**config.mk**
```make
export PLATFORM = sky130hd
export DESIGN_NAME = complex_block_correlator_power_top
export DESIGN_NICKNAME = d
export VERILOG_FILES = /design/src/hw/rtl/cbcp_pkg.sv /design/src/hw/rtl/cbcp_accum.sv /design/src/hw/rtl/cbcp_power.sv /design/src/hw/rtl/complex_block_correlator_power_top.sv
export SDC_FILE = /design/constraint.sdc
export NUM_CORES = 2
export LEC_CHECK = 0
export BUFFER_PORTS_ARGS = -buffer_cell sky130_fd_sc_hd__buf_2
export CORE_MARGIN = 10
export CORE_UTILIZATION = 26
export CTS_BUF_LIST = sky130_fd_sc_hd__clkbuf_8 sky130_fd_sc_hd__clkbuf_16
export DETAILED_ROUTE_END_ITERATION = 7
export PLACE_DENSITY = 0.49
export SYNTH_ARGS = -nofsm -noshare
export SYNTH_HDL_FRONTEND = slang
export SYNTH_SLANG_ARGS = --single-unit
```
**constraint.sdc**
```tcl
create_clock -name i_clk -period 10 [get_ports i_clk]
set_input_delay 0.5 -clock i_clk [delete_from_list [all_inputs] [get_ports i_clk]]
set_output_delay 0.5 -clock i_clk [all_outputs]
set_load 0.02 [all_outputs]
```
**src/hw/rtl/cbcp_pkg.sv**
```systemverilog
// Shared constants and the coefficient table of the complex block correlator.
// Used by every module of the block; depends on nothing.
`timescale 1ns / 1ps

package cbcp_pkg;

    // Default sample width and accumulator growth over the sample width.
    localparam int SAMPLE_BITS_DEF = 16;
    localparam int ACC_GROWTH      = 7;

    // Bank geometry: four banks of 2, 4, 8 and 16 taps inside a 16-sample frame.
    localparam int NUM_BANKS = 4;
    localparam int BANK_BITS = 2;
    localparam int POS_BITS  = 4;

    // Coefficient magnitude in quarters, signed.
    localparam int COEF_BITS = 4;

    // Width of the power field.
    localparam int POWER_BITS = 44;

    // Bank that closes a group of results.
    localparam logic [BANK_BITS-1:0] LAST_BANK = BANK_BITS'(NUM_BANKS - 1);

    typedef logic signed [COEF_BITS-1:0] t_coef;

    // Tap weights; each tap is weight * (1 - j) in quarters.
    localparam t_coef COEF_B0 [2] = '{4'sd2, -4'sd2};
    localparam t_coef COEF_B1 [4] = '{4'sd1, 4'sd2, -4'sd1, -4'sd2};
    localparam t_coef COEF_B2 [8] = '{4'sd2, 4'sd4, 4'sd2, 4'sd0,
                                      -4'sd2, -4'sd4, -4'sd2, 4'sd0};
    localparam t_coef COEF_B3 [16] = '{4'sd1, 4'sd2, 4'sd3, 4'sd4,
                                       4'sd3, 4'sd2, 4'sd1, 4'sd0,
                                       -4'sd1, -4'sd2, -4'sd3, -4'sd4,
                                       -4'sd3, -4'sd2, -4'sd1, 4'sd0};

    // Weight of a bank at the given frame position; each bank uses the low
    // bits of the position as its tap index.
    function automatic t_coef coef(input logic [BANK_BITS-1:0] bank,
                                   input logic [POS_BITS-1:0] pos);
        t_coef c;
        unique case (bank)
            2'd0: c = COEF_B0[pos[0]];
            2'd1: c = COEF_B1[pos[1:0]];
            2'd2: c = COEF_B2[pos[2:0]];
            2'd3: c = COEF_B3[pos];
            default: c = '0;
        endcase
        return c;
    endfunction

endpackage

```
**src/hw/rtl/cbcp_accum.sv**
```systemverilog
// Per-bank complex accumulators and the frame position counter.
// Uses cbcp_pkg for the bank geometry and the coefficient table.
`timescale 1ns / 1ps

module cbcp_accum #(
    parameter int SAMPLE_BITS = cbcp_pkg::SAMPLE_BITS_DEF,
    parameter int ACC_BITS    = SAMPLE_BITS + cbcp_pkg::ACC_GROWTH
) (
    input  logic                       i_clk,
    input  logic                       i_rst_n,
    input  logic                       i_valid,
    input  logic signed [SAMPLE_BITS-1:0] i_sample_real,
    input  logic signed [SAMPLE_BITS-1:0] i_sample_imag,
    input  logic                       i_end_of_stream,
    output logic                       o_load,
    output logic signed [ACC_BITS-1:0] o_acc_real [cbcp_pkg::NUM_BANKS],
    output logic signed [ACC_BITS-1:0] o_acc_imag [cbcp_pkg::NUM_BANKS]
);

    localparam int TERM_BITS = SAMPLE_BITS + 1 + cbcp_pkg::COEF_BITS;

    logic signed [ACC_BITS-1:0] r_acc_real [cbcp_pkg::NUM_BANKS];
    logic signed [ACC_BITS-1:0] r_acc_imag [cbcp_pkg::NUM_BANKS];
    logic signed [ACC_BITS-1:0] n_acc_real [cbcp_pkg::NUM_BANKS];
    logic signed [ACC_BITS-1:0] n_acc_imag [cbcp_pkg::NUM_BANKS];
    logic [cbcp_pkg::POS_BITS-1:0] r_pos;
    logic [cbcp_pkg::POS_BITS-1:0] n_pos;

    logic signed [SAMPLE_BITS:0] w_sum;
    logic signed [SAMPLE_BITS:0] w_dif;

    // The tap a*(1 - j) turns the product into a*(re + im) + j*a*(im - re).
    assign w_sum = (SAMPLE_BITS + 1)'(i_sample_real) + (SAMPLE_BITS + 1)'(i_sample_imag);
    assign w_dif = (SAMPLE_BITS + 1)'(i_sample_imag) - (SAMPLE_BITS + 1)'(i_sample_real);

    // Next accumulator values; a bank restarts on the first tap of its block.
    always_comb begin
        logic signed [TERM_BITS-1:0] term_re;
        logic signed [TERM_BITS-1:0] term_im;
        logic [cbcp_pkg::POS_BITS-1:0] mask;
        logic first;
        cbcp_pkg::t_coef c;
        for (int b = 0; b < cbcp_pkg::NUM_BANKS; b++) begin
            mask    = cbcp_pkg::POS_BITS'((2 << b) - 1);
            first   = (r_pos & mask) == '0;
            c       = cbcp_pkg::coef(cbcp_pkg::BANK_BITS'(b), r_pos);
            term_re = c * w_sum;
            term_im = c * w_dif;
            n_acc_real[b] = (first ? '0 : r_acc_real[b]) + ACC_BITS'(term_re);
            n_acc_imag[b] = (first ? '0 : r_acc_imag[b]) + ACC_BITS'(term_im);
        end
    end

    // The position returns to the frame start after the end of a stream.
    assign n_pos = i_end_of_stream ? '0 : r_pos + 1'b1;

    always_ff @(posedge i_clk) begin
        if (!i_rst_n) begin
            r_pos <= '0;
            for (int b = 0; b < cbcp_pkg::NUM_BANKS; b++) begin
                r_acc_real[b] <= '0;
                r_acc_imag[b] <= '0;
            end
        end else if (i_valid) begin
            r_pos <= n_pos;
            for (int b = 0; b < cbcp_pkg::NUM_BANKS; b++) begin
                r_acc_real[b] <= n_acc_real[b];
                r_acc_imag[b] <= n_acc_imag[b];
            end
        end
    end

    // The sums that include the closing sample go straight to the snapshot.
    assign o_load     = i_valid && i_end_of_stream;
    assign o_acc_real = n_acc_real;
    assign o_acc_imag = n_acc_imag;

endmodule

```
**src/hw/rtl/cbcp_power.sv**
```systemverilog
// Block-sum snapshot and the squaring readout, one bank a cycle unless stalled.
// Uses cbcp_pkg for the bank count and the power field width.
`timescale 1ns / 1ps

module cbcp_power #(
    parameter int ACC_BITS = cbcp_pkg::SAMPLE_BITS_DEF + cbcp_pkg::ACC_GROWTH
) (
    input  logic                                i_clk,
    input  logic                                i_rst_n,
    input  logic                                i_load,
    input  logic signed [ACC_BITS-1:0]          i_acc_real [cbcp_pkg::NUM_BANKS],
    input  logic signed [ACC_BITS-1:0]          i_acc_imag [cbcp_pkg::NUM_BANKS],
    output logic                                o_busy,
    output logic                                o_valid,
    input  logic                                i_stall,
    output logic [cbcp_pkg::BANK_BITS-1:0]      o_filter_index,
    output logic [cbcp_pkg::POWER_BITS-1:0]     o_block_power,
    output logic                                o_last_result
);

    localparam int PROD_BITS = 2 * ACC_BITS;
    localparam int EXT_BITS  = (PROD_BITS > cbcp_pkg::POWER_BITS) ? PROD_BITS
                                                                  : cbcp_pkg::POWER_BITS;

    logic signed [ACC_BITS-1:0] r_snap_re [cbcp_pkg::NUM_BANKS];
    logic signed [ACC_BITS-1:0] r_snap_im [cbcp_pkg::NUM_BANKS];
    logic                              r_busy;
    logic [cbcp_pkg::BANK_BITS-1:0]    r_idx;
    logic                              r_a_valid;
    logic [cbcp_pkg::BANK_BITS-1:0]    r_a_idx;
    logic [cbcp_pkg::POWER_BITS-1:0]   r_sq_re;
    logic [cbcp_pkg::POWER_BITS-1:0]   r_sq_im;
    logic                              r_out_valid;
    logic [cbcp_pkg::BANK_BITS-1:0]    r_out_idx;
    logic [cbcp_pkg::POWER_BITS-1:0]   r_out_power;

    logic                              w_b_adv;
    logic                              w_a_free;
    logic                              w_issue;
    logic signed [PROD_BITS-1:0]       w_prod_re;
    logic signed [PROD_BITS-1:0]       w_prod_im;
    logic [EXT_BITS-1:0]               w_ext_re;
    logic [EXT_BITS-1:0]               w_ext_im;

    // Pipeline flow: each stage moves when the one after it has room.
    assign w_b_adv  = !r_out_valid || !i_stall;
    assign w_a_free = !r_a_valid || w_b_adv;
    assign w_issue  = r_busy && w_a_free;

    // Squares of the selected bank; a square is never negative, so it
    // widens without change before the field is cut out.
    assign w_prod_re = r_snap_re[r_idx] * r_snap_re[r_idx];
    assign w_prod_im = r_snap_im[r_idx] * r_snap_im[r_idx];
    assign w_ext_re  = EXT_BITS'(w_prod_re);
    assign w_ext_im  = EXT_BITS'(w_prod_im);

    // Snapshot of the four block sums; a new one is taken only when idle.
    always_ff @(posedge i_clk) begin
        if (i_load) begin
            r_snap_re <= i_acc_real;
            r_snap_im <= i_acc_imag;
        end
    end

    // Readout sequencer over the four banks.
    always_ff @(posedge i_clk) begin
        if (!i_rst_n) begin
            r_busy <= 1'b0;
            r_idx  <= '0;
        end else if (i_load) begin
            r_busy <= 1'b1;
            r_idx  <= '0;
        end else if (w_issue) begin
            r_idx <= r_idx + 1'b1;
            if (r_idx == cbcp_pkg::LAST_BANK) begin
                r_busy <= 1'b0;
            end
        end
    end

    // Square stage.
    always_ff @(posedge i_clk) begin
        if (!i_rst_n) begin
            r_a_valid <= 1'b0;
        end else if (w_a_free) begin
            r_a_valid <= w_issue;
        end
    end

    always_ff @(posedge i_clk) begin
        if (w_issue) begin
            r_a_idx <= r_idx;
            r_sq_re <= w_ext_re[cbcp_pkg::POWER_BITS-1:0];
            r_sq_im <= w_ext_im[cbcp_pkg::POWER_BITS-1:0];
        end
    end

    // Result register: the power field wraps at its own width.
    always_ff @(posedge i_clk) begin
        if (!i_rst_n) begin
            r_out_valid <= 1'b0;
        end else if (w_b_adv) begin
            r_out_valid <= r_a_valid;
        end
    end

    always_ff @(posedge i_clk) begin
        if (w_b_adv && r_a_valid) begin
            r_out_idx   <= r_a_idx;
            r_out_power <= r_sq_re + r_sq_im;
        end
    end

    assign o_busy         = r_busy;
    assign o_valid        = r_out_valid;
    assign o_filter_index = r_out_idx;
    assign o_block_power  = r_out_power;
    assign o_last_result  = r_out_idx == cbcp_pkg::LAST_BANK;

endmodule

```
**src/hw/rtl/complex_block_correlator_power_top.sv**
```systemverilog
// Top level of the complex block correlator with block-power readout.
// Depends on cbcp_pkg, cbcp_accum and cbcp_power.
`timescale 1ns / 1ps

// The block takes one complex sample per clock cycle while the input is not
// stalled and runs it through four correlator banks of 2, 4, 8 and 16 taps in
// parallel; a sample that is not flagged end_of_stream causes no result. A
// flagged sample freezes the four bank sums in a snapshot, and one squaring
// stage then delivers the four powers one after another, bank 0 first, each
// through the square stage and the result register. Samples keep flowing while
// the powers drain; only a further flagged sample that reaches the accumulators
// while the snapshot has not been fully read out waits, and the input stalls
// until the last bank has left the snapshot. The input register doubles as the
// skid stage.
module complex_block_correlator_power_top #(
    parameter int SAMPLE_BITS = cbcp_pkg::SAMPLE_BITS_DEF
) (
    input  logic                                i_clk,
    input  logic                                i_rst_n,
    input  logic                                i_in_valid,
    output logic                                o_in_stall,
    input  logic signed [SAMPLE_BITS-1:0]       i_sample_real,
    input  logic signed [SAMPLE_BITS-1:0]       i_sample_imag,
    input  logic                                i_end_of_stream,
    output logic                                o_out_valid,
    input  logic                                i_out_stall,
    output logic [cbcp_pkg::BANK_BITS-1:0]      o_filter_index,
    output logic [cbcp_pkg::POWER_BITS-1:0]     o_block_power,
    output logic                                o_last_result
);

    localparam int ACC_BITS = SAMPLE_BITS + cbcp_pkg::ACC_GROWTH;

    logic                          r_in_valid;
    logic signed [SAMPLE_BITS-1:0] r_in_real;
    logic signed [SAMPLE_BITS-1:0] r_in_imag;
    logic                          r_in_eos;

    logic                          w_hold;
    logic                          w_accept;
    logic                          w_consume;
    logic                          w_busy;
    logic                          w_load;
    logic signed [ACC_BITS-1:0]    w_acc_real [cbcp_pkg::NUM_BANKS];
    logic signed [ACC_BITS-1:0]    w_acc_imag [cbcp_pkg::NUM_BANKS];

    // A closing sample waits in the input register until the snapshot is free.
    assign w_hold     = r_in_valid && r_in_eos && w_busy;
    assign o_in_stall = w_hold;
    assign w_accept   = i_in_valid && !w_hold;
    assign w_consume  = r_in_valid && !w_hold;

    // Input register.
    always_ff @(posedge i_clk) begin
        if (!i_rst_n) begin
            r_in_valid <= 1'b0;
        end else if (!w_hold) begin
            r_in_valid <= i_in_valid;
        end
    end

    always_ff @(posedge i_clk) begin
        if (w_accept) begin
            r_in_real <= i_sample_real;
            r_in_imag <= i_sample_imag;
            r_in_eos  <= i_end_of_stream;
        end
    end

    cbcp_accum #(
        .SAMPLE_BITS (SAMPLE_BITS),
        .ACC_BITS    (ACC_BITS)
    ) u_accum (
        .i_clk           (i_clk),
        .i_rst_n         (i_rst_n),
        .i_valid         (w_consume),
        .i_sample_real   (r_in_real),
        .i_sample_imag   (r_in_imag),
        .i_end_of_stream (r_in_eos),
        .o_load          (w_load),
        .o_acc_real      (w_acc_real),
        .o_acc_imag      (w_acc_imag)
    );

    cbcp_power #(
        .ACC_BITS (ACC_BITS)
    ) u_power (
        .i_clk          (i_clk),
        .i_rst_n        (i_rst_n),
        .i_load         (w_load),
        .i_acc_real     (w_acc_real),
        .i_acc_imag     (w_acc_imag),
        .o_busy         (w_busy),
        .o_valid        (o_out_valid),
        .i_stall        (i_out_stall),
        .o_filter_index (o_filter_index),
        .o_block_power  (o_block_power),
        .o_last_result  (o_last_result)
    );

endmodule

```
==> Word-level counts from Yosys, hierarchy flattened <==
Memory sizes are Yosys's and may differ from the RTL's.
Cells that the tools add are included.
{ "totals": {"input_bits": 37, "n_memories": 4, "word_cells": 131, "ff_bits": 363, "romBits": 96, "ramBits": 184} }
{ "op_classes": {"n_mux": 40, "n_reduce_logical": 21, "addsub": 13, "eq_ne": 2, "n_bitwise": 14, "order_cmp": 5, "mul": 10} }
{ "mem_list": {"columns": ["name", "words", "word_bits", "rd", "rd_ports_with_merged_regs", "wr", "line_no", "rtl"], "rows": [
  ["u_accum.r_acc_imag", 4, 23, 4, 0, 4, "cbcp_accum.sv:23", "logic signed [ACC_BITS-1:0] r_acc_imag [cbcp_pkg::NUM_BANKS];"],
  ["u_accum.r_acc_real", 4, 23, 4, 0, 4, "cbcp_accum.sv:22", "logic signed [ACC_BITS-1:0] r_acc_real [cbcp_pkg::NUM_BANKS];"],
  ["(name not given)", 16, 4, 1, 0, 0, "cbcp_pkg.sv:46", "2'd3: c = COEF_B3[pos];"],
  ["(name not given)", 8, 4, 1, 0, 0, "cbcp_pkg.sv:45", "2'd2: c = COEF_B2[pos[2:0]];"]
]} }
{ "ops": {"columns": ["op", "n"], "rows": [
  ["23-bit two-way mux", 20],
  ["23-bit adder", 8],
  ["4-bit by 17-bit multiplier with 21-bit output", 8],
  ["23-bit binary-select mux with 2-bit select", 2],
  ["23-bit by 23-bit multiplier with 44-bit output", 2],
  ["44-bit adder", 1],
  ["4-bit two-way mux", 10],
  ["16-bit by 16-bit adder with 17-bit output", 1],
  ["16-bit by 16-bit subtractor with 17-bit output", 1],
  ["4-bit logical NOT", 4],
  ["4-bit binary-select mux with 2-bit select", 1],
  ["1-bit OR", 8],
  ["1-bit logical AND", 7],
  ["1-bit two-way mux", 7],
  ["3-bit greater-or-equal comparator (second input constant)", 2],
  ["2-bit inverter with 3-bit output", 2],
  ["5-bit greater-or-equal comparator (second input constant)", 1],
  ["4-bit inverter with 5-bit output", 1],
  ["4-bit by 1-bit adder with 4-bit output (second input constant)", 1],
  ["2-bit == test (second input constant)", 2],
  ["4-bit greater-or-equal comparator (second input constant)", 1],
  ["1-bit logical NOT", 4],
  ["3-bit inverter with 4-bit output", 1],
  ["2-bit nonzero test", 2],
  ["other kinds (7)", 8]
]} }

==> Longest topological paths before layout <==
{ "depth": {"ltp_word": 8, "mapped_depth": 37, "depth_no_buf": 36} }

==> By module <==
A second synthesis with hierarchy kept.
{ "hier_totals": {"cells_unflattened": 8239, "hier_area_um2": 80699.9} }
{ "modules_own_cells": {"columns": ["mod", "area_per_inst_um2", "n_inst", "seq_area_each_um2", "cells_each"], "rows": [
  ["cbcp_power", 46623.5, 1, 9649.3, 4411],
  ["cbcp_accum", 33032.9, 1, 5605.4, 3790],
  ["complex_block_correlator_power_top", 1043.5, 1, 1011.0, 38]
]} }

==> Least setup slack after synthesis <==
Ideal clock, no wire load.
{ "synth_timing": {"kind": "reg-to-reg", "start": "register r_in_valid", "end": "register u_power.r_snap_im[0] (netlist name), enable pin", "setup_slack_ps": 1133, "path_buffers": 0, "required_ps": 9268, "arrival_ps": 8135, "path_stages_with_launch": 3, "synth_period_minus_slack_ps": 8867, "cell_sequence": "dfxtp_1 > nand2_1 > nor2_1"} }
{ "synth_via": {"elab_chain_cells": 5} }
{ "synth_lines": {"columns": ["item", "line_no", "rtl"], "rows": [
  ["from (decl)", "complex_block_correlator_power_top.sv:34", "logic r_in_valid;"],
  ["from (signal assigned)", "complex_block_correlator_power_top.sv:58", "r_in_valid <= i_in_valid;"],
  ["1-bit logical AND (2 in series)", "complex_block_correlator_power_top.sv:48", "assign w_hold = r_in_valid && r_in_eos && w_busy;"],
  ["1-bit logical NOT", null, null],
  ["1-bit logical AND *", "complex_block_correlator_power_top.sv:51", "assign w_consume = r_in_valid && !w_hold;"],
  ["1-bit logical AND *", "cbcp_accum.sv:74", "assign o_load = i_valid && i_end_of_stream;"],
  ["named net u_accum.o_load", "cbcp_accum.sv:15", "output logic o_load,"],
  ["to (signal assigned)", "cbcp_power.sv:61", "r_snap_im <= i_acc_imag;"],
  ["to (decl)", "cbcp_power.sv:26", "logic signed [ACC_BITS-1:0] r_snap_im [cbcp_pkg::NUM_BANKS];"]
]} }
Mark *: on every way through the listed nets, which the timed path passes. The rest lies on a longest branch.
A chain may end at the register's enable or synchronous reset.

==> flow_metrics.tcl <==
set metrics [dict create \
    outcome "completed" \
    worstMarginPinSlew_ns 1.11 \
    fmax_mhz 108 \
    syn_inst 8154 \
    ctsRootBufferMaster "sky130_fd_sc_hd__clkbuf_16" \
    timing_worst_setup_path_type "register to register" \
    setup.worst_path.start_class "register" \
    grt_pass1_vias 61400 \
    setup_viol_count_final 0 \
    cp.depth 33 \
    cts-root-to-sink-buffers 3 \
    drive_gt1_share_pct 6.09 \
    critPathBufInv 3 \
    finalCritPeriodShare_pct 92.8 \
    core_box_area_um2 306000 \
    synthArstFlopShare_pct 0 \
    synth.yosys.warnings 0 \
    use_met1_pct 19.7 \
    worst_r2r_endpoint "u_accum.r_acc_real[3][22]$_SDFFCE_PN0P_" \
    slew_headroom_pct 25.5 \
    finClkSkew_ns 0.0477 \
    cts.sinks 545 \
    global_route.usage.met3_pct 1.71 \
    critPathCaptureType "register" \
    syn_to_final_growth_pct 11.1 \
    routed-via-count 56700 \
    multi_input_area_um2 57400 \
    maximum_number_of_pins_on_one_net_before_global_route_repair 180 \
    unrepaired_setup_endpoints_after_global_routing "no" \
    post-cts-setup-buffers 0 \
    critical_path_max_stage_delay_ns 0.67 \
    met2_capacity_usage_during_global_routing_pct 22.9 \
    worstRegToRegCells 33 \
    slowest_stage "sky130_fd_sc_hd__xnor2_1" \
    timing.setup.tns_ns 0 \
    number_of_enable_type_register_cells_in_the_synthesized_netlist 535 \
    drt.antenna.violating_nets 0 \
    drt-vias-per-instance 4.56 \
    grt_first_pass_wirelength_um 363000 \
    final-max-slew-violation-count 0 \
    crit_path_max_fanout 9 \
    synthFlopType "sky130_fd_sc_hd__edfxtp_1" \
    port_buffers 85 \
    grt-ovfl-total 0 \
    critPathArrivalTime_ns 9.71 \
    n_fill_cell 32000 \
    hold_violations 0 \
    grt_usage_pct 13.9 \
    ios 86 \
    dpl.hpwl_um 191000 \
    syn_avg_cell_area_um2 9.82 \
    max-cap-violations 0 \
    postSynthRegisterBits 545 \
    drt_pass1_iterations 5 \
    clk_pin_slew_ns 0.06 \
    mostFrequentLayoutCell "sky130_fd_sc_hd__inv_1" \
    antenna_found_initial 5 \
    reg2reg_from "r_in_real[0]$_DFFE_PP_" \
    gp_congestion 0.886 \
    clk_latency_ns 0.70 \
    detailedRoute.firstIterationViolations 3508 \
    post_synth_instance_area_um2 80000 \
    timing.critical_path.from "r_in_real[0]$_DFFE_PP_" \
    synth_sequential_area_ratio_pct 20.3 \
    worst_path_dominant_cell_family "adder cells" \
    die_area_um2 330000 \
    timing.hold.worst.class "primary input to register" \
    finish.net_count 10400 \
    cp.required_ns 10.43 \
    mostFrequentLayoutCells "1508 x sky130_fd_sc_hd__inv_1, 1204 x sky130_fd_sc_hd__fa_1, 860 x sky130_fd_sc_hd__ha_1" \
    grt-busiest-layer "met2" \
    cts_tree "built" \
    drc 0 \
    fp-row-count 203 \
    dieWidth_um 575 \
    crit_end "u_accum.r_acc_real[3][22]$_SDFFCE_PN0P_" \
    start_util_pct 26.1 \
    seq_area_um2 16300 \
    r2r_slack_ns 0.72 \
    die_height_um 575 \
    mappedNetlistNets 10300 \
    synthDistinctLibCells 95 \
    h-tree-depth 3 \
    totalWireLength_um 234000 \
    numCtsBuffers 72 \
    average_detailed_routed_wire_length_per_instance_um 18.8 \
    period_minus_slack_ns 9.28 \
]
-- final cells by class --
class | count | area share (%)
clock inverter | 58 | 0.722
multi-input combinational | 5880 | 64.6
tap | 4100 | 5.77
clock buffer | 72 | 2.03
antenna | 6 | 0.0169
inverter | 1516 | 6.40
timing repair buffer | 268 | 2.20
sequential | 545 | 18.3
-- through the flow --
stage          util (%)  instances  setup WS [ns]  cell area [µm²]  hold WS, ns
3_5_place_dp       28.1      12300          0.807            86200        0.408
2_1_floorplan         -       8154           1.13            80000        0.400
4_1_cts            29.1      12400          0.780            88900       0.0299
6_report           29.1      12400          0.720            88900       0.0948
3_3_place_gp       28.1      12300          0.890            86200        0.406
5_1_grt            29.1      12400          0.213            88900       0.0707
-- Yosys cell counts, types with 13 or more instances --
cell type | count | area share (%)
sky130_fd_sc_hd__nand2b_1 | 52 | 0.41
sky130_fd_sc_hd__clkinv_1 | 18 | 0.084
sky130_fd_sc_hd__o21ai_0 | 154 | 0.96
sky130_fd_sc_hd__and2_1 | 278 | 2.2
sky130_fd_sc_hd__o2111ai_1 | 13 | 0.14
sky130_fd_sc_hd__buf_1 | 29 | 0.14
sky130_fd_sc_hd__or2_2 | 29 | 0.23
sky130_fd_sc_hd__o21bai_1 | 70 | 0.66
sky130_fd_sc_hd__mux2i_1 | 55 | 0.69
sky130_fd_sc_hd__edfxtp_1 | 535 | 20
sky130_fd_sc_hd__nand3_1 | 71 | 0.44
sky130_fd_sc_hd__a31o_2 | 25 | 0.27
sky130_fd_sc_hd__a21oi_1 | 299 | 1.9
sky130_fd_sc_hd__xor2_1 | 123 | 1.3
sky130_fd_sc_hd__clkbuf_1 | 172 | 0.81
sky130_fd_sc_hd__mux2_2 | 50 | 0.70
sky130_fd_sc_hd__a21o_1 | 130 | 1.2
sky130_fd_sc_hd__inv_1 | 1494 | 7.0
sky130_fd_sc_hd__fa_1 | 1204 | 30
sky130_fd_sc_hd__o31a_1 | 13 | 0.14
sky130_fd_sc_hd__o21ai_1 | 34 | 0.21
sky130_fd_sc_hd__a211oi_1 | 42 | 0.39
sky130_fd_sc_hd__nand2_1 | 604 | 2.8
sky130_fd_sc_hd__o21a_1 | 79 | 0.74
sky130_fd_sc_hd__nor3_1 | 84 | 0.53
sky130_fd_sc_hd__a31oi_1 | 39 | 0.30
sky130_fd_sc_hd__nor2_1 | 787 | 3.7
sky130_fd_sc_hd__ha_1 | 861 | 13
sky130_fd_sc_hd__a211o_1 | 15 | 0.16
sky130_fd_sc_hd__nor2b_1 | 139 | 1.1
sky130_fd_sc_hd__nand4_1 | 17 | 0.13
sky130_fd_sc_hd__and3_1 | 36 | 0.28
sky130_fd_sc_hd__or3_1 | 26 | 0.20
sky130_fd_sc_hd__a21boi_0 | 13 | 0.12
sky130_fd_sc_hd__xnor2_1 | 361 | 4.0
-- layer usage --
metal / vias up / wire [µm]
li1: 26500 / -
met2: 1192 / 108000
met1: 28800 / 111000
met3: 207 / 10200
met4: 2 / 4650
met5: - / 13
-- registers in the layout, indices dropped and copies added, names as in the netlist, 4 cells and up --
register / count
u_power.r_sq_im: 43
r_in_real: 16
u_power.r_sq_re: 43
u_accum.r_acc_real: 92
u_accum.r_pos: 4
u_accum.r_acc_imag: 92
u_power.r_snap_im: 92
u_power.r_snap_re: 92
u_power.o_block_power: 44
r_in_imag: 16
-- worst min-delay path by stage --
| stage | slack (ns) | from | to | depth (start not counted) |
|---|---|---|---|---|
| final | 0.09 | i_in_valid | r_in_valid$_SDFFE_PN0N_ | 3 |
| after global routing | 0.07 | i_in_valid | r_in_valid$_SDFFE_PN0N_ | 3 |
| after CTS | 0.03 | i_in_valid | r_in_valid$_SDFFE_PN0N_ | 3 |
| after detailed placement | 0.41 | u_power.r_a_idx[1]$_DFFE_PP_ | u_power.o_filter_index[1]$_DFFE_PP_ | 0 |
| after global placement | 0.41 | u_power.r_a_idx[1]$_DFFE_PP_ | u_power.o_filter_index[1]$_DFFE_PP_ | 0 |
| after floorplan | 0.40 | u_power.r_a_idx[0]$_DFFE_PP_ | u_power.o_filter_index[0]$_DFFE_PP_ | 0 |
-- worst min-delay path: stages --
cell	delay (ns)
sky130_fd_sc_hd__buf_2	0.09
sky130_fd_sc_hd__nor2_1	0.09
sky130_fd_sc_hd__nor2_1	0.09
-- cell families (layout without fill, tap and decap cells) --
family                   after synthesis  count (layout)  synth area share (%)
AO/OA/AOI/OAI                       1059            1059                  8.78
buffers and inverters               1729            1914                  8.14
adder cells (fa/ha/maj)             2065            2065                  43.6
multiplexers                         105             105                  1.39
AND/OR/NAND/NOR                     2164            2164                  12.4
other                                  0               6                     0
flip-flops                           545             545                  20.3
XOR/XNOR                             487             487                  5.37
-- what timing repair did --
item,in CTS,in global routing
endpoints found under the hold margin,33,0
hold buffers,33,0
resized for setup,0,0
Power is not shown: default switching activity piles up to over one toggle a cycle in this logic, so the estimate is an artifact.
